**src/rtl/core/assert_macros.svh**
```systemverilog
// Assertion helpers shared by the RTL.
`ifndef ASSERT_MACROS_SVH
`define ASSERT_MACROS_SVH

// Same-cycle implication under synchronous reset.
`define ASSERT_SAME(label, clk, rst, ante, cons, msg) \
  label: assert property (@(posedge clk) disable iff (rst) (ante) |-> (cons)) \
    else $error(msg);

// Next-cycle implication under synchronous reset.
`define ASSERT_NEXT(label, clk, rst, ante, cons, msg) \
  label: assert property (@(posedge clk) disable iff (rst) (ante) |=> (cons)) \
    else $error(msg);

`endif

```
**src/rtl/core/fnr_pkg.sv**
```systemverilog
package fnr_pkg;

  // Controller to datapath commands.
  typedef struct packed {
    logic load;
    logic gcd_step;
    logic div_init;
    logic div_sel_b;
    logic div_step;
    logic take_a;
    logic take_b;
    logic out_load;
  } fnr_cmd_t;

  // Datapath to controller status.
  typedef struct packed {
    logic special;
    logic gcd_eq;
    logic div_last;
  } fnr_status_t;

endpackage

```
**src/rtl/core/fnr_if.sv**
```systemverilog
interface fnr_in_if #(
  parameter int WORD_BITS = 32
);
  logic                 valid;
  logic                 ready;
  logic [WORD_BITS-1:0] numerator_in;
  logic [WORD_BITS-1:0] denominator_in;

  modport source (output valid, output numerator_in, output denominator_in, input ready);
  modport sink   (input valid, input numerator_in, input denominator_in, output ready);
endinterface

interface fnr_out_if #(
  parameter int WORD_BITS = 32
);
  logic                 valid;
  logic                 ready;
  logic [WORD_BITS-1:0] numerator_out;
  logic [WORD_BITS-2:0] denominator_out;
  logic                 error;

  modport source (output valid, output numerator_out, output denominator_out,
                  output error, input ready);
  modport sink   (input valid, input numerator_out, input denominator_out,
                  input error, output ready);
endinterface

```
**src/rtl/core/fnr_ctrl.sv**
```systemverilog
module fnr_ctrl import fnr_pkg::*; (
  input  logic        clk,
  input  logic        rst,
  input  logic        in_valid,
  output logic        in_ready,
  output logic        out_valid,
  input  logic        out_ready,
  input  fnr_status_t status,
  output fnr_cmd_t    cmd
);

  typedef enum logic [4:0] {
    S_IDLE = 5'b00001,
    S_GCD  = 5'b00010,
    S_DIVA = 5'b00100,
    S_DIVB = 5'b01000,
    S_DONE = 5'b10000
  } state_t;

  state_t state;
  state_t state_next;
  logic   out_valid_next;

  always_comb begin
    state_next = state;
    cmd        = '0;
    in_ready   = 1'b0;
    unique case (state)
      S_IDLE: begin
        in_ready = 1'b1;
        if (in_valid) begin
          cmd.load   = 1'b1;
          state_next = S_GCD;
        end
      end
      S_GCD: begin
        if (status.special) begin
          state_next = S_DONE;
        end else if (status.gcd_eq) begin
          cmd.div_init = 1'b1;
          state_next   = S_DIVA;
        end else begin
          cmd.gcd_step = 1'b1;
        end
      end
      S_DIVA: begin
        cmd.div_step = 1'b1;
        if (status.div_last) begin
          // capture the numerator quotient and restart on the denominator
          cmd.take_a    = 1'b1;
          cmd.div_init  = 1'b1;
          cmd.div_sel_b = 1'b1;
          state_next    = S_DIVB;
        end
      end
      S_DIVB: begin
        cmd.div_step = 1'b1;
        if (status.div_last) begin
          cmd.take_b = 1'b1;
          state_next = S_DONE;
        end
      end
      S_DONE: begin
        if (!out_valid || out_ready) begin
          cmd.out_load = 1'b1;
          state_next   = S_IDLE;
        end
      end
      default: state_next = S_IDLE;
    endcase
  end

  always_comb begin
    if (cmd.out_load) begin
      out_valid_next = 1'b1;
    end else if (out_ready) begin
      out_valid_next = 1'b0;
    end else begin
      out_valid_next = out_valid;
    end
  end

  always_ff @(posedge clk) begin
    if (rst) begin
      state     <= S_IDLE;
      out_valid <= 1'b0;
    end else begin
      state     <= state_next;
      out_valid <= out_valid_next;
    end
  end

endmodule

```
**src/rtl/core/fnr_datapath.sv**
```systemverilog
module fnr_datapath import fnr_pkg::*; #(
  parameter int WORD_BITS = 32
) (
  input  logic                 clk,
  input  fnr_cmd_t             cmd,
  output fnr_status_t          status,
  input  logic [WORD_BITS-1:0] numerator,
  input  logic [WORD_BITS-1:0] denominator,
  output logic [WORD_BITS-1:0] res_num,
  output logic [WORD_BITS-2:0] res_den,
  output logic                 res_err
);

  localparam int M  = WORD_BITS - 1;
  localparam int CW = $clog2(M);

  localparam logic [WORD_BITS-1:0] MOST_NEG = {1'b1, {M{1'b0}}};
  localparam logic [CW-1:0]        LAST_CNT = CW'(M - 1);

  logic          neg;
  logic          err_f;
  logic          zero_f;
  logic [M-1:0]  na;
  logic [M-1:0]  nb;
  logic [M-1:0]  ga;
  logic [M-1:0]  gb;
  logic [CW-1:0] k;
  logic [M-1:0]  rem;
  logic [M-1:0]  quo;
  logic [CW-1:0] cnt;
  logic [M-1:0]  qa;
  logic [M-1:0]  qb;

  logic          ld_err;
  logic [M-1:0]  mag_x;
  logic [M-1:0]  mag_y;
  logic [M-1:0]  diff;
  logic [M-1:0]  g;
  logic [M:0]    trial;
  logic          fits;
  logic [M-1:0]  rem_step;
  logic [M-1:0]  quo_step;
  logic [WORD_BITS-1:0] num_mag;

  assign ld_err = (denominator == '0) || (numerator == MOST_NEG) || (denominator == MOST_NEG);
  assign mag_x  = numerator[WORD_BITS-1]   ? M'(~numerator + 1'b1)   : numerator[M-1:0];
  assign mag_y  = denominator[WORD_BITS-1] ? M'(~denominator + 1'b1) : denominator[M-1:0];

  assign diff = (ga > gb) ? (ga - gb) : (gb - ga);
  assign g    = ga << k;

  // restoring division, one quotient bit per step
  assign trial    = {rem, quo[M-1]};
  assign fits     = trial >= {1'b0, g};
  assign rem_step = fits ? M'(trial - {1'b0, g}) : trial[M-1:0];
  assign quo_step = {quo[M-2:0], fits};

  assign status.special  = err_f || zero_f;
  assign status.gcd_eq   = (ga == gb);
  assign status.div_last = (cnt == LAST_CNT);

  assign num_mag = {1'b0, qa};

  always_ff @(posedge clk) begin
    if (cmd.load) begin
      neg    <= numerator[WORD_BITS-1] ^ denominator[WORD_BITS-1];
      err_f  <= ld_err;
      zero_f <= (numerator == '0);
      na     <= mag_x;
      nb     <= mag_y;
      ga     <= mag_x;
      gb     <= mag_y;
      k      <= '0;
    end else if (cmd.gcd_step) begin
      // binary gcd step
      if (!ga[0] && !gb[0]) begin
        ga <= ga >> 1;
        gb <= gb >> 1;
        k  <= k + 1'b1;
      end else if (!ga[0]) begin
        ga <= ga >> 1;
      end else if (!gb[0]) begin
        gb <= gb >> 1;
      end else if (ga > gb) begin
        ga <= diff >> 1;
      end else begin
        gb <= diff >> 1;
      end
    end

    if (cmd.div_init) begin
      rem <= '0;
      quo <= cmd.div_sel_b ? nb : na;
      cnt <= '0;
    end else if (cmd.div_step) begin
      rem <= rem_step;
      quo <= quo_step;
      cnt <= cnt + 1'b1;
    end

    if (cmd.take_a) begin
      qa <= quo_step;
    end
    if (cmd.take_b) begin
      qb <= quo_step;
    end

    if (cmd.out_load) begin
      res_err <= err_f;
      if (err_f) begin
        res_num <= '0;
        res_den <= '0;
      end else if (zero_f) begin
        res_num <= '0;
        res_den <= M'(1);
      end else begin
        res_num <= neg ? (~num_mag + 1'b1) : num_mag;
        res_den <= qb;
      end
    end
  end

endmodule

```
**src/rtl/core/fraction_normalize_reduce_core.sv**
```systemverilog
// Fraction reducer: takes a signed numerator and denominator, moves the sign
// onto the numerator and divides both by their greatest common divisor, giving
// the fraction in lowest terms over a positive denominator. A zero
// denominator, or either operand at the most negative value, yields 0/0 with
// error set; a zero numerator yields 0/1. One fraction is worked at a time:
// a binary GCD loop runs first, then a shared restoring divider forms the
// numerator quotient and then the denominator quotient, and the result is
// loaded; error and zero cases skip the loop and the divider. The result sits
// in an output register, so the next fraction is accepted while the previous
// result waits to be taken.
`include "assert_macros.svh"

module fraction_normalize_reduce_core import fnr_pkg::*; #(
  parameter int WORD_BITS = 32
) (
  input  logic      clk,
  input  logic      rst,
  fnr_in_if.sink    operands,
  fnr_out_if.source result
);

  fnr_cmd_t    cmd;
  fnr_status_t status;

  // Sequencer: accept a beat, run gcd, run both divisions, load the result.
  fnr_ctrl u_ctrl (
    .clk       (clk),
    .rst       (rst),
    .in_valid  (operands.valid),
    .in_ready  (operands.ready),
    .out_valid (result.valid),
    .out_ready (result.ready),
    .status    (status),
    .cmd       (cmd)
  );

  // Operand registers, gcd unit, shared divider and output register.
  fnr_datapath #(
    .WORD_BITS (WORD_BITS)
  ) u_datapath (
    .clk         (clk),
    .cmd         (cmd),
    .status      (status),
    .numerator   (operands.numerator_in),
    .denominator (operands.denominator_in),
    .res_num     (result.numerator_out),
    .res_den     (result.denominator_out),
    .res_err     (result.error)
  );

  // An errored beat carries 0/0.
  `ASSERT_SAME(a_err_zero, clk, rst, result.valid && result.error, (result.numerator_out == '0) && (result.denominator_out == '0), "error result not 0/0")

  // A good beat always has a nonzero denominator.
  `ASSERT_SAME(a_den_nonzero, clk, rst, result.valid && !result.error, result.denominator_out != '0, "zero denominator on good result")

  // Hold off new operands while one is being worked.
  `ASSERT_NEXT(a_one_at_a_time, clk, rst, operands.valid && operands.ready, !operands.ready, "operand accepted while busy")

endmodule
```
**src/flat_wrapper.sv**
```systemverilog
// flat-port wrapper written by rule: the top's interface ports become plain ports
module fraction_normalize_reduce_core_flat import fnr_pkg::*;
#(
  parameter int WORD_BITS = 32
)
  (clk, rst, operands_valid, operands_numerator_in, operands_denominator_in, operands_ready, result_valid, result_numerator_out, result_denominator_out, result_error, result_ready);
  fnr_in_if #(.WORD_BITS(WORD_BITS)) operands_i ();
  fnr_out_if #(.WORD_BITS(WORD_BITS)) result_i ();
  input  logic clk;
  input  logic rst;
  input wire logic [$bits(operands_i.valid)-1:0] operands_valid;
  input wire logic [$bits(operands_i.numerator_in)-1:0] operands_numerator_in;
  input wire logic [$bits(operands_i.denominator_in)-1:0] operands_denominator_in;
  output wire logic [$bits(operands_i.ready)-1:0] operands_ready;
  output wire logic [$bits(result_i.valid)-1:0] result_valid;
  output wire logic [$bits(result_i.numerator_out)-1:0] result_numerator_out;
  output wire logic [$bits(result_i.denominator_out)-1:0] result_denominator_out;
  output wire logic [$bits(result_i.error)-1:0] result_error;
  input wire logic [$bits(result_i.ready)-1:0] result_ready;
  assign operands_i.valid = operands_valid;
  assign operands_i.numerator_in = operands_numerator_in;
  assign operands_i.denominator_in = operands_denominator_in;
  assign operands_ready = operands_i.ready;
  assign result_valid = result_i.valid;
  assign result_numerator_out = result_i.numerator_out;
  assign result_denominator_out = result_i.denominator_out;
  assign result_error = result_i.error;
  assign result_i.ready = result_ready;
  fraction_normalize_reduce_core #(.WORD_BITS(WORD_BITS)) u_core (.clk(clk), .rst(rst), .operands(operands_i), .result(result_i));
endmodule
```
**config.mk**
```make
export PLATFORM = sky130hd
export DESIGN_NAME = fraction_normalize_reduce_core_flat
export DESIGN_NICKNAME = d
export VERILOG_FILES = /design/src/rtl/core/fnr_pkg.sv /design/src/rtl/core/fnr_if.sv /design/src/rtl/core/fnr_ctrl.sv /design/src/rtl/core/fnr_datapath.sv /design/src/rtl/core/fraction_normalize_reduce_core.sv /design/src/flat_wrapper.sv
export VERILOG_INCLUDE_DIRS = /design/src /design/src/rtl/core
export SDC_FILE = /design/constraint.sdc
export NUM_CORES = 1
export LEC_CHECK = 0
export BUFFER_PORTS_ARGS = -buffer_cell sky130_fd_sc_hd__buf_2
export CORE_AREA = 2 2 192 194
export CTS_CLUSTER_SIZE = 20
export DETAILED_ROUTE_END_ITERATION = 8
export DIE_AREA = 0 0 194 196
export PLACE_DENSITY = 0.78
export RECOVER_POWER = 50
export SYNTH_ARGS = -nofsm -noshare
export SYNTH_HDL_FRONTEND = slang
export SYNTH_HIERARCHICAL = 1
export SYNTH_SLANG_ARGS = --single-unit
```
**constraint.sdc**
```tcl
create_clock -name clk -period 19.1 [get_ports clk]
set_clock_uncertainty 0.2 [all_clocks]
set_input_delay 3.82 -clock clk [delete_from_list [all_inputs] [get_ports clk]]
set_output_delay 3.82 -clock clk [all_outputs]
set_load 0.01 [all_outputs]
```
* Yosys cells after proc, flatten, opt, wreduce, memory -nomap -nowiden
Index checks and enable logic that the tools add are counted.
Cells by class: order comparisons 2, shifts and indexed selects 1, add/subtract/negate cells 8, mux-type cells 46, bitwise operators 5, reduce and logical (&&, ||, !) cells 22, equal/unequal tests 17
Operator list (number):
- 2-to-1 mux 31 bit | 20
- subtractor 31 bit | 3
- == test 32 bit (second input constant) | 2
- logical NOT 32 bit | 2
- adder 31 x 1 -> 31 bit (second input constant) | 2
- NOT 31 bit | 2
- adder 32 x 1 -> 32 bit (second input constant) | 1
- >= comparator 32 x 31 -> 1 bit | 1
- NOT 31 -> 32 bit | 1
- == test 31 bit | 1
- greater-than comparator 31 bit | 1
- left shift 31 x 5 -> 31 bit | 1
- 2-to-1 mux 5 bit | 6
- one-hot mux 5 bit (5 select lines) | 1
- 2-to-1 mux 1 bit | 16
- adder 5 x 1 -> 5 bit (second input constant) | 2
- == test 5 bit (second input constant) | 2
- != test 4 x 1 -> 1 bit (second input constant) | 2
- AND reduction 3 bit | 2
- nonzero test 2 bit | 3
- == test 5 x 1 -> 1 bit (second input constant) | 1
- == test 5 x 2 -> 1 bit (second input constant) | 1
- == test 5 x 3 -> 1 bit (second input constant) | 1
- == test 5 x 4 -> 1 bit (second input constant) | 1
- 16 further kinds | 26
Storage, ports and cells: output and inout port bits 66, flip-flop bits (word level) 331, word-level logic and storage cells 123

* Longest topological paths before layout
Gate-level depths: netlist of run 1.
depth in word-level cells 8, depth in mapped cells 22, mapped depth without buffers 19

* By module
The synthesis of run 1 kept the hierarchy.
Modules (own cells, without submodules):
- fnr_datapath | sequential area each 9349.0 um^2, times used 1, cells an instance 2083, area an instance 20793.7 um^2
- fnr_ctrl | sequential area each 120.1 um^2, times used 1, cells an instance 61, area an instance 499.2 um^2

* Worst setup path after synthesis of run 1
OpenSTA, ideal clock, no wires.
path kind input to register, start point input port operands_valid, end point register u_core.u_datapath.gb[10] (enable), stages on the path 5, library setup time 463 ps, setup slack 10116 ps, arrival time 8320 ps, cells stage by stage and2_1 clkbuf_1 clkbuf_1 nor2_1 a21boi_0
On the way: word-level cells in the longest chain between the ends 4, elaborated cells on any way between the ends 6, classes of those cells eq/ne: 1; mux: 2; reduce/logical: 3
RTL lines:
- start: declaration | line flat_wrapper.sv:11 | input wire logic [$bits(operands_i.valid)-1:0] operands_valid;
- 2-to-1 mux 1 bit (*) | line fnr_ctrl.sv:31 | if (in_valid) begin
- 2-to-1 mux 1 bit (*) | line fnr_ctrl.sv:28 | unique case (state)
- != test 4 x 2 -> 1 bit (no line), or another cell as far along
- AND reduction 3 bit (no line) (*)
- end signal: assignment | line fnr_datapath.sv:72 | gb <= mag_y;
- end signal: assignment | line fnr_datapath.sv:78 | gb <= gb >> 1;
- end signal: assignment | line fnr_datapath.sv:83 | gb <= gb >> 1;
- end: declaration | line fnr_datapath.sv:26 | logic [M-1:0] gb;
Every way passes the cells marked *; elsewhere a longest branch is shown, timed or not. A chain may end at the register's enable or synchronous reset.

==> results of run 1 <==
logic make-up after synthesis:
| group | count (synthesis) | synth area share [%] |
|---|---|---|
| buf+inv | 237 | 4.45 |
| xor+xnor | 181 | 7.45 |
| fa+ha+maj | 102 | 6.10 |
| compound gates | 540 | 17.1 |
| simple gates | 646 | 14.2 |
| mux | 107 | 6.26 |
| flops | 331 | 44.5 |
metal layers:
metal	track usage, %	routed length [um]
met2	48.9	27200
met1	43.5	25500
met4	13.8	2710
met5	0	0
met3	4.73	5420
cell type report:
class / count / share of cell area (%)
clock buffers: 45 / 3.94
diodes: 8 / 0.0863
multi-input cells: 1576 / 47.0
well taps: 468 / 2.53
flip-flops and latches: 331 / 40.8
clock inverters: 17 / 0.685
inverters: 107 / 1.73
repair buffers: 148 / 3.18
stage by stage:
stage,cell area (um2),std cells,worst slack [ps]
2_1_floorplan,21300,2144,10120
3_3_place_gp,22100,2630,12020
3_5_place_dp,22100,2630,11900
4_1_cts,23200,2692,12450
5_1_grt,23200,2698,9810
6_report,23200,2700,10080
how the worst min path moves through the flow:
stage	from	end	depth (start not counted)
finish	u_core/u_datapath/rem[13]	u_core/u_datapath/rem[13]	2
floorplan	u_core/u_datapath/rem[1]	u_core/u_datapath/rem[1]	2
detailed placement	u_core/u_datapath/quo[25]	u_core/u_datapath/qa[26]	0
global route	u_core/u_datapath/quo[1]	u_core/u_datapath/qa[2]	0
global placement	u_core/u_datapath/rem[1]	u_core/u_datapath/rem[1]	2
CTS	u_core/u_datapath/rem[13]	u_core/u_datapath/rem[13]	2
power by group:
part           switching (mW)  total [mW]  internal (mW)
registers              0.0574       0.904          0.847
logic                   0.469       0.743          0.274
clock network           0.289       0.648          0.358
cells in the mapped netlist, types with 15 or more instances:
cell type | instances | share of area [%]
dfxtp_1 | 47 | 4.4
a221oi_1 | 55 | 2.3
mux2i_1 | 77 | 3.6
and2_1 | 43 | 1.3
nor3_1 | 23 | 0.54
xor2_1 | 74 | 3.0
nor4_1 | 15 | 0.44
nand4_1 | 25 | 0.73
o31ai_1 | 32 | 1.1
nand2_1 | 139 | 2.5
nor2_1 | 288 | 5.1
ha_1 | 99 | 5.8
inv_1 | 104 | 1.8
mux4_2 | 20 | 2.1
xnor2_1 | 107 | 4.4
a21o_1 | 48 | 1.7
a21oi_1 | 152 | 3.6
o21ai_0 | 80 | 1.9
edfxtp_1 | 284 | 40
o21a_1 | 17 | 0.60
clkbuf_1 | 99 | 1.7
nand2b_1 | 26 | 0.76
a211oi_1 | 35 | 1.2
buf_1 | 15 | 0.26
tightest hold or removal path, delay by kind of cell, from the launching register on:
| family | cells | cell delay, ps |
|---|---|---|
| compound gates | 1 | 50 |
| simple gates | 1 | 50 |
| flops | 1 | 330 |
==> results.md, run 1 <==
* CP Data Arrival Time at 9050 ps
* CP max-delay cell: and2_0
* Final hold violations at 0
* Critical Path Sink: u_core/u_datapath/gb[12]
* Hold crit path type: flop to flop
* Via/cell ratio at 6.41
* Mapped Cells at 2144
* Reg area at 0.00947 mm2
* CTS HTree Levels at 2
* Max IR drop VDD at 0.0000854 V
* Final setup violation count at 0
* Area growth syn-to-layout at 8.90%
* Via count at 17300
* DRC viols at 0
* Commonest non-fill, non-tap cell in the layout: nor2_1
* CTS Root Cell: clkbuf_16
* Vias in the first global route at 16300
* CP startpoint kind: input port
* Most frequent cells in the layout: nor2_1, edfxtp_1, a21oi_1
* Power per cell area at 99.0 mW/mm2
* Total Power at 2.29 mW
* Multi-input gate area at 0.0109 mm2
* Part of the cycle the worst path needs at 47.2%
* Hold-fix buffers at CTS at 0
* Min cycle time layout at 9020 ps
* First-pass GRT wire length at 93200 um
* Syn_nets at 2314
* Initial core utilization at 59.0%
* Max-cap viol count at 6
* Slew headroom at -158%
* Final Max Slew Viols at 319
* Clock Tree Buf Depth at 3
* Pleak at 8.80 nW
* Count of state elements after synthesis at 331
* Crit path from: operands_valid
* Post-synth EDFFs at 284
* Synth cell types at 90
* All-Layer GR Usage at 31.3%
* Async S/R FF share, synth at 0%
* Die span in x at 194 um
* Largest net degree at the start of global routing at 85
* Failing checks: capacitance limit, slew limit
* Outcome: finished with violations
* Starting DRT DRC Count at 2242
* Largest Register: u_core/u_datapath/res_num
* YS warnings at 6
* Final core occ at 64.3%
* CP dominant cell by count: buf_4
* Wirelength per Cell at 22.5 um
* Fillers at 2889
* Tightest Pin Transition at 3870 ps
* First drt pass iteration count at 6
* WP data required at 19130 ps
* Die Span Y at 196 um
* Setup CP Type: input port to flop
* R2R cell count at 11
* Post-route antenna net violation count at 0
* Final wirelength at 60800 um
* Number of buffers added on ports at 133
* Crit Path Max Fanout at 54
* Fmax at 0.111 GHz
* Top delay family on crit path: simple AND/OR/NAND/NOR gates
* Worst path bufs/invs at 4
* Overflow after GRT at 0
* WHS at 276 ps
* Instance count on the critical path at 7
* Post_cts resized at 0
* Skew-Pair Late Insertion Delay at 550 ps
* CP peak stage delay at 2370 ps
* Final HPWL DP at 45200 um
* Synth Area per Inst at 9.93 um2
* Max reg flops at 32
* Layout cells sized above 1 at 10.3%
* CTS tree: built
* Final nets at 2369
* Number of CTS-inserted buffers at 35
* Core ar. at 0.0361 mm2
* R2r setup slk at 12130 ps
* Reg2Reg Capture Point: u_core/u_datapath/quo[25]
* Unrepaired setup endpoints after global routing: false
* Primary FF master, synth: edfxtp_1
* R2r startpoint: u_core/u_datapath/ga[13]
* Critical Path End Type: flop
* Initial antenna violation count at 7
* Clock slew at reported path FFs at 60 ps
* Sum of negative setup slack at 0 ps
* Ordered list of cells on the worst path: clkbuf_1 > and2_0 > inv_2 > buf_4 > nand2_1 > a21boi_2 > buf_4
* Post-Synthesis Cell Area at 0.0213 mm2
* Post-CTS Setup Inserts at 0
* Num Clock Sinks at 331
* Row cnt at 70
* Die area at 0.0380 mm2
* Routability Congestion at 0.988
* Sequential fraction of the synthesis area at 44.5%
* I/O Pins at 134
Note: power is estimated with default switching activity, not from simulation.
==> inputs of run 2 (changes only) <==
==> constraint.sdc (replaced) <==
create_clock -name clk -period 9.4 [get_ports clk]
set_clock_uncertainty 0.2 [all_clocks]
set_input_delay 1.88 -clock clk [delete_from_list [all_inputs] [get_ports clk]]
set_output_delay 1.88 -clock clk [all_outputs]
set_load 0.01 [all_outputs]
==> run 2 against run 1 <==
Compared with the run above: the flow still finishes with violations (capacitance limit, slew limit); first-iteration DRC count shrank 5.0%; sequential share of layout area shrank 0.12 points; power grew 110%; via count shrank 1.4%.
==> results.md, run 2 (same netlist as run 1, synthesis figures left out) <==
* Largest net degree at the start of global routing at 78
* Initial antenna violation count at 7
* Clock slew at reported path FFs at 60 ps
* Die Span Y at 196 um
* Layout cells sized above 1 at 8.38%
* Die area at 0.0380 mm2
* Power per cell area at 203 mW/mm2
* Num Clock Sinks at 331
* Number of CTS-inserted buffers at 36
* Starting DRT DRC Count at 2130
* Crit Path Max Fanout at 58
* First drt pass iteration count at 6
* Routability Congestion at 0.987
* Part of the cycle the worst path needs at 78.4%
* Via/cell ratio at 6.31
* Unrepaired setup endpoints after global routing: false
* CP Data Arrival Time at 7320 ps
* Most frequent cells in the layout: nor2_1, edfxtp_1, a21oi_1
* Wirelength per Cell at 22.0 um
* Final HPWL DP at 44200 um
* Final hold violations at 0
* Max IR drop VDD at 0.000183 V
* Ordered list of cells on the worst path: clkbuf_1 > and2_0 > clkbuf_1 > nor2_1 > a31oi_4
* Hold crit path type: flop to flop
* R2r setup slk at 2340 ps
* Min cycle time layout at 7370 ps
* CTS tree: built
* Via count at 17100
* Initial core utilization at 59.0%
* CTS Root Cell: clkbuf_16
* Final Max Slew Viols at 210
* DRC viols at 0
* CTS HTree Levels at 2
* Row cnt at 70
* Largest Register: u_core/u_datapath/res_num
* CP peak stage delay at 2220 ps
* WP data required at 9360 ps
* DP Worst Slack at 3650 ps
* Final setup violation count at 0
* Skew-Pair Late Insertion Delay at 540 ps
* Number of buffers added on ports at 133
* CP max-delay cell: clkbuf_1
* Clock share of power at 30.3%
* Max-cap viol count at 5
* Slew headroom at -117%
* Outcome: finished with violations
* First-pass GRT wire length at 92400 um
* Core ar. at 0.0361 mm2
* Top delay family on crit path: buffers and inverters
* Sum of negative setup slack at 0 ps
* Critical Path End Type: flop
* Clock Tree Buf Depth at 3
* Hold-fix buffers at CTS at 0
* Tightest Pin Transition at 3260 ps
* CP startpoint kind: input port
* R2r startpoint: u_core/u_ctrl/state[3]
* Fmax at 0.136 GHz
* Overflow after GRT at 0
* Area growth syn-to-layout at 9.21%
* Worst path bufs/invs at 2
* Hold Path Cell Cnt at 0
* Max reg flops at 32
* Vias in the first global route at 16000
* Reg2Reg Capture Point: u_core/u_datapath/ga[12]
* Logic pwr share at 31.1%
* Sequential share of power at 38.6%
* Switching Share at 34.4%
* Pint at 3.09 mW
* Net switching power at 1.62 mW
* Post-route antenna net violation count at 0
* Post-CTS Setup Inserts at 0
* Final nets at 2373
* Commonest non-fill, non-tap cell in the layout: nor2_1
* Setup CP Type: input port to flop
* CP dominant cell by count: clkbuf_1
* Setup ws final at 2030 ps
* Fillers at 2918
* Worst Hold End: u_core/u_datapath/qa[8]
* Hold Path Origin: u_core/u_datapath/quo[7]
* Failing checks: capacitance limit, slew limit
* Final wirelength at 59600 um
* I/O Pins at 134
* R2R cell count at 6
* All-Layer GR Usage at 30.9%
* Die span in x at 194 um
* Post_cts resized at 0
* Pleak at 8.72 nW
run 2: cell count changes in the layout (fill, tap and decap cells not counted), sizes merged:
cell	before	now
clkbuf	68	118
diode	8	6
bufinv	1	3
clkinvlp	1	4
inv	110	111
buf	125	76
run 2: worst max-delay path by stage:
stage	endpoint	start	depth (start not counted)
floorplan	u_core/u_datapath/gb[10]	operands_valid	5
global placement	u_core/u_datapath/rem[1]	u_core/u_datapath/k[0]	17
detailed placement	u_core/u_datapath/rem[1]	u_core/u_datapath/k[0]	17
CTS	u_core/u_datapath/rem[1]	u_core/u_datapath/k[0]	17
global route	u_core/u_datapath/ga[11]	operands_valid	5
finish	u_core/u_datapath/ga[12]	operands_valid	5
run 2: power groups by stage:
stage | combinational (mW) | sequential [mW] | clock (mW)
4_1_cts | 1.43 | 1.81 | 1.45
6_report | 1.47 | 1.82 | 1.43
2_1_floorplan | 1.08 | 1.80 | 0
3_3_place_gp | 1.40 | 1.84 | 0
5_1_grt | 1.60 | 1.83 | 1.50
3_5_place_dp | 1.42 | 1.84 | 0
run 2: final cells by class:
cell class	instances	area (um2)	area share, %
clock inverter	23	233	1.00
multi-input combinational	1576	10900	46.9
sequential	331	9470	40.7
timing repair buffer	151	694	2.99
antenna	6	15.0	0.0646
inverter	107	402	1.73
tap	468	586	2.52
clock buffer	43	947	4.07
run 2: per-stage QoR:
stage	power [mW]	area (um2)	util (%)	hold WS, ps	cells
2_1_floorplan	2.88	21300	-	242	2144
3_3_place_gp	3.24	22200	61.4	263	2633
3_5_place_dp	3.27	22200	61.4	261	2633
4_1_cts	4.69	23300	64.7	267	2699
5_1_grt	4.93	23300	64.4	301	2705
6_report	4.71	23300	64.4	276	2705
run 2: per-layer routing:
| layer | track usage, % | vias up | wire length (um) |
|---|---|---|---|
| met2 | 47.6 | 871 | 26600 |
| met4 | 11.6 | 0 | 2180 |
| li1 | - | 7976 | - |
| met5 | 0 | - | 0 |
| met3 | 5.76 | 118 | 5920 |
| met1 | 43.7 | 8100 | 24900 |
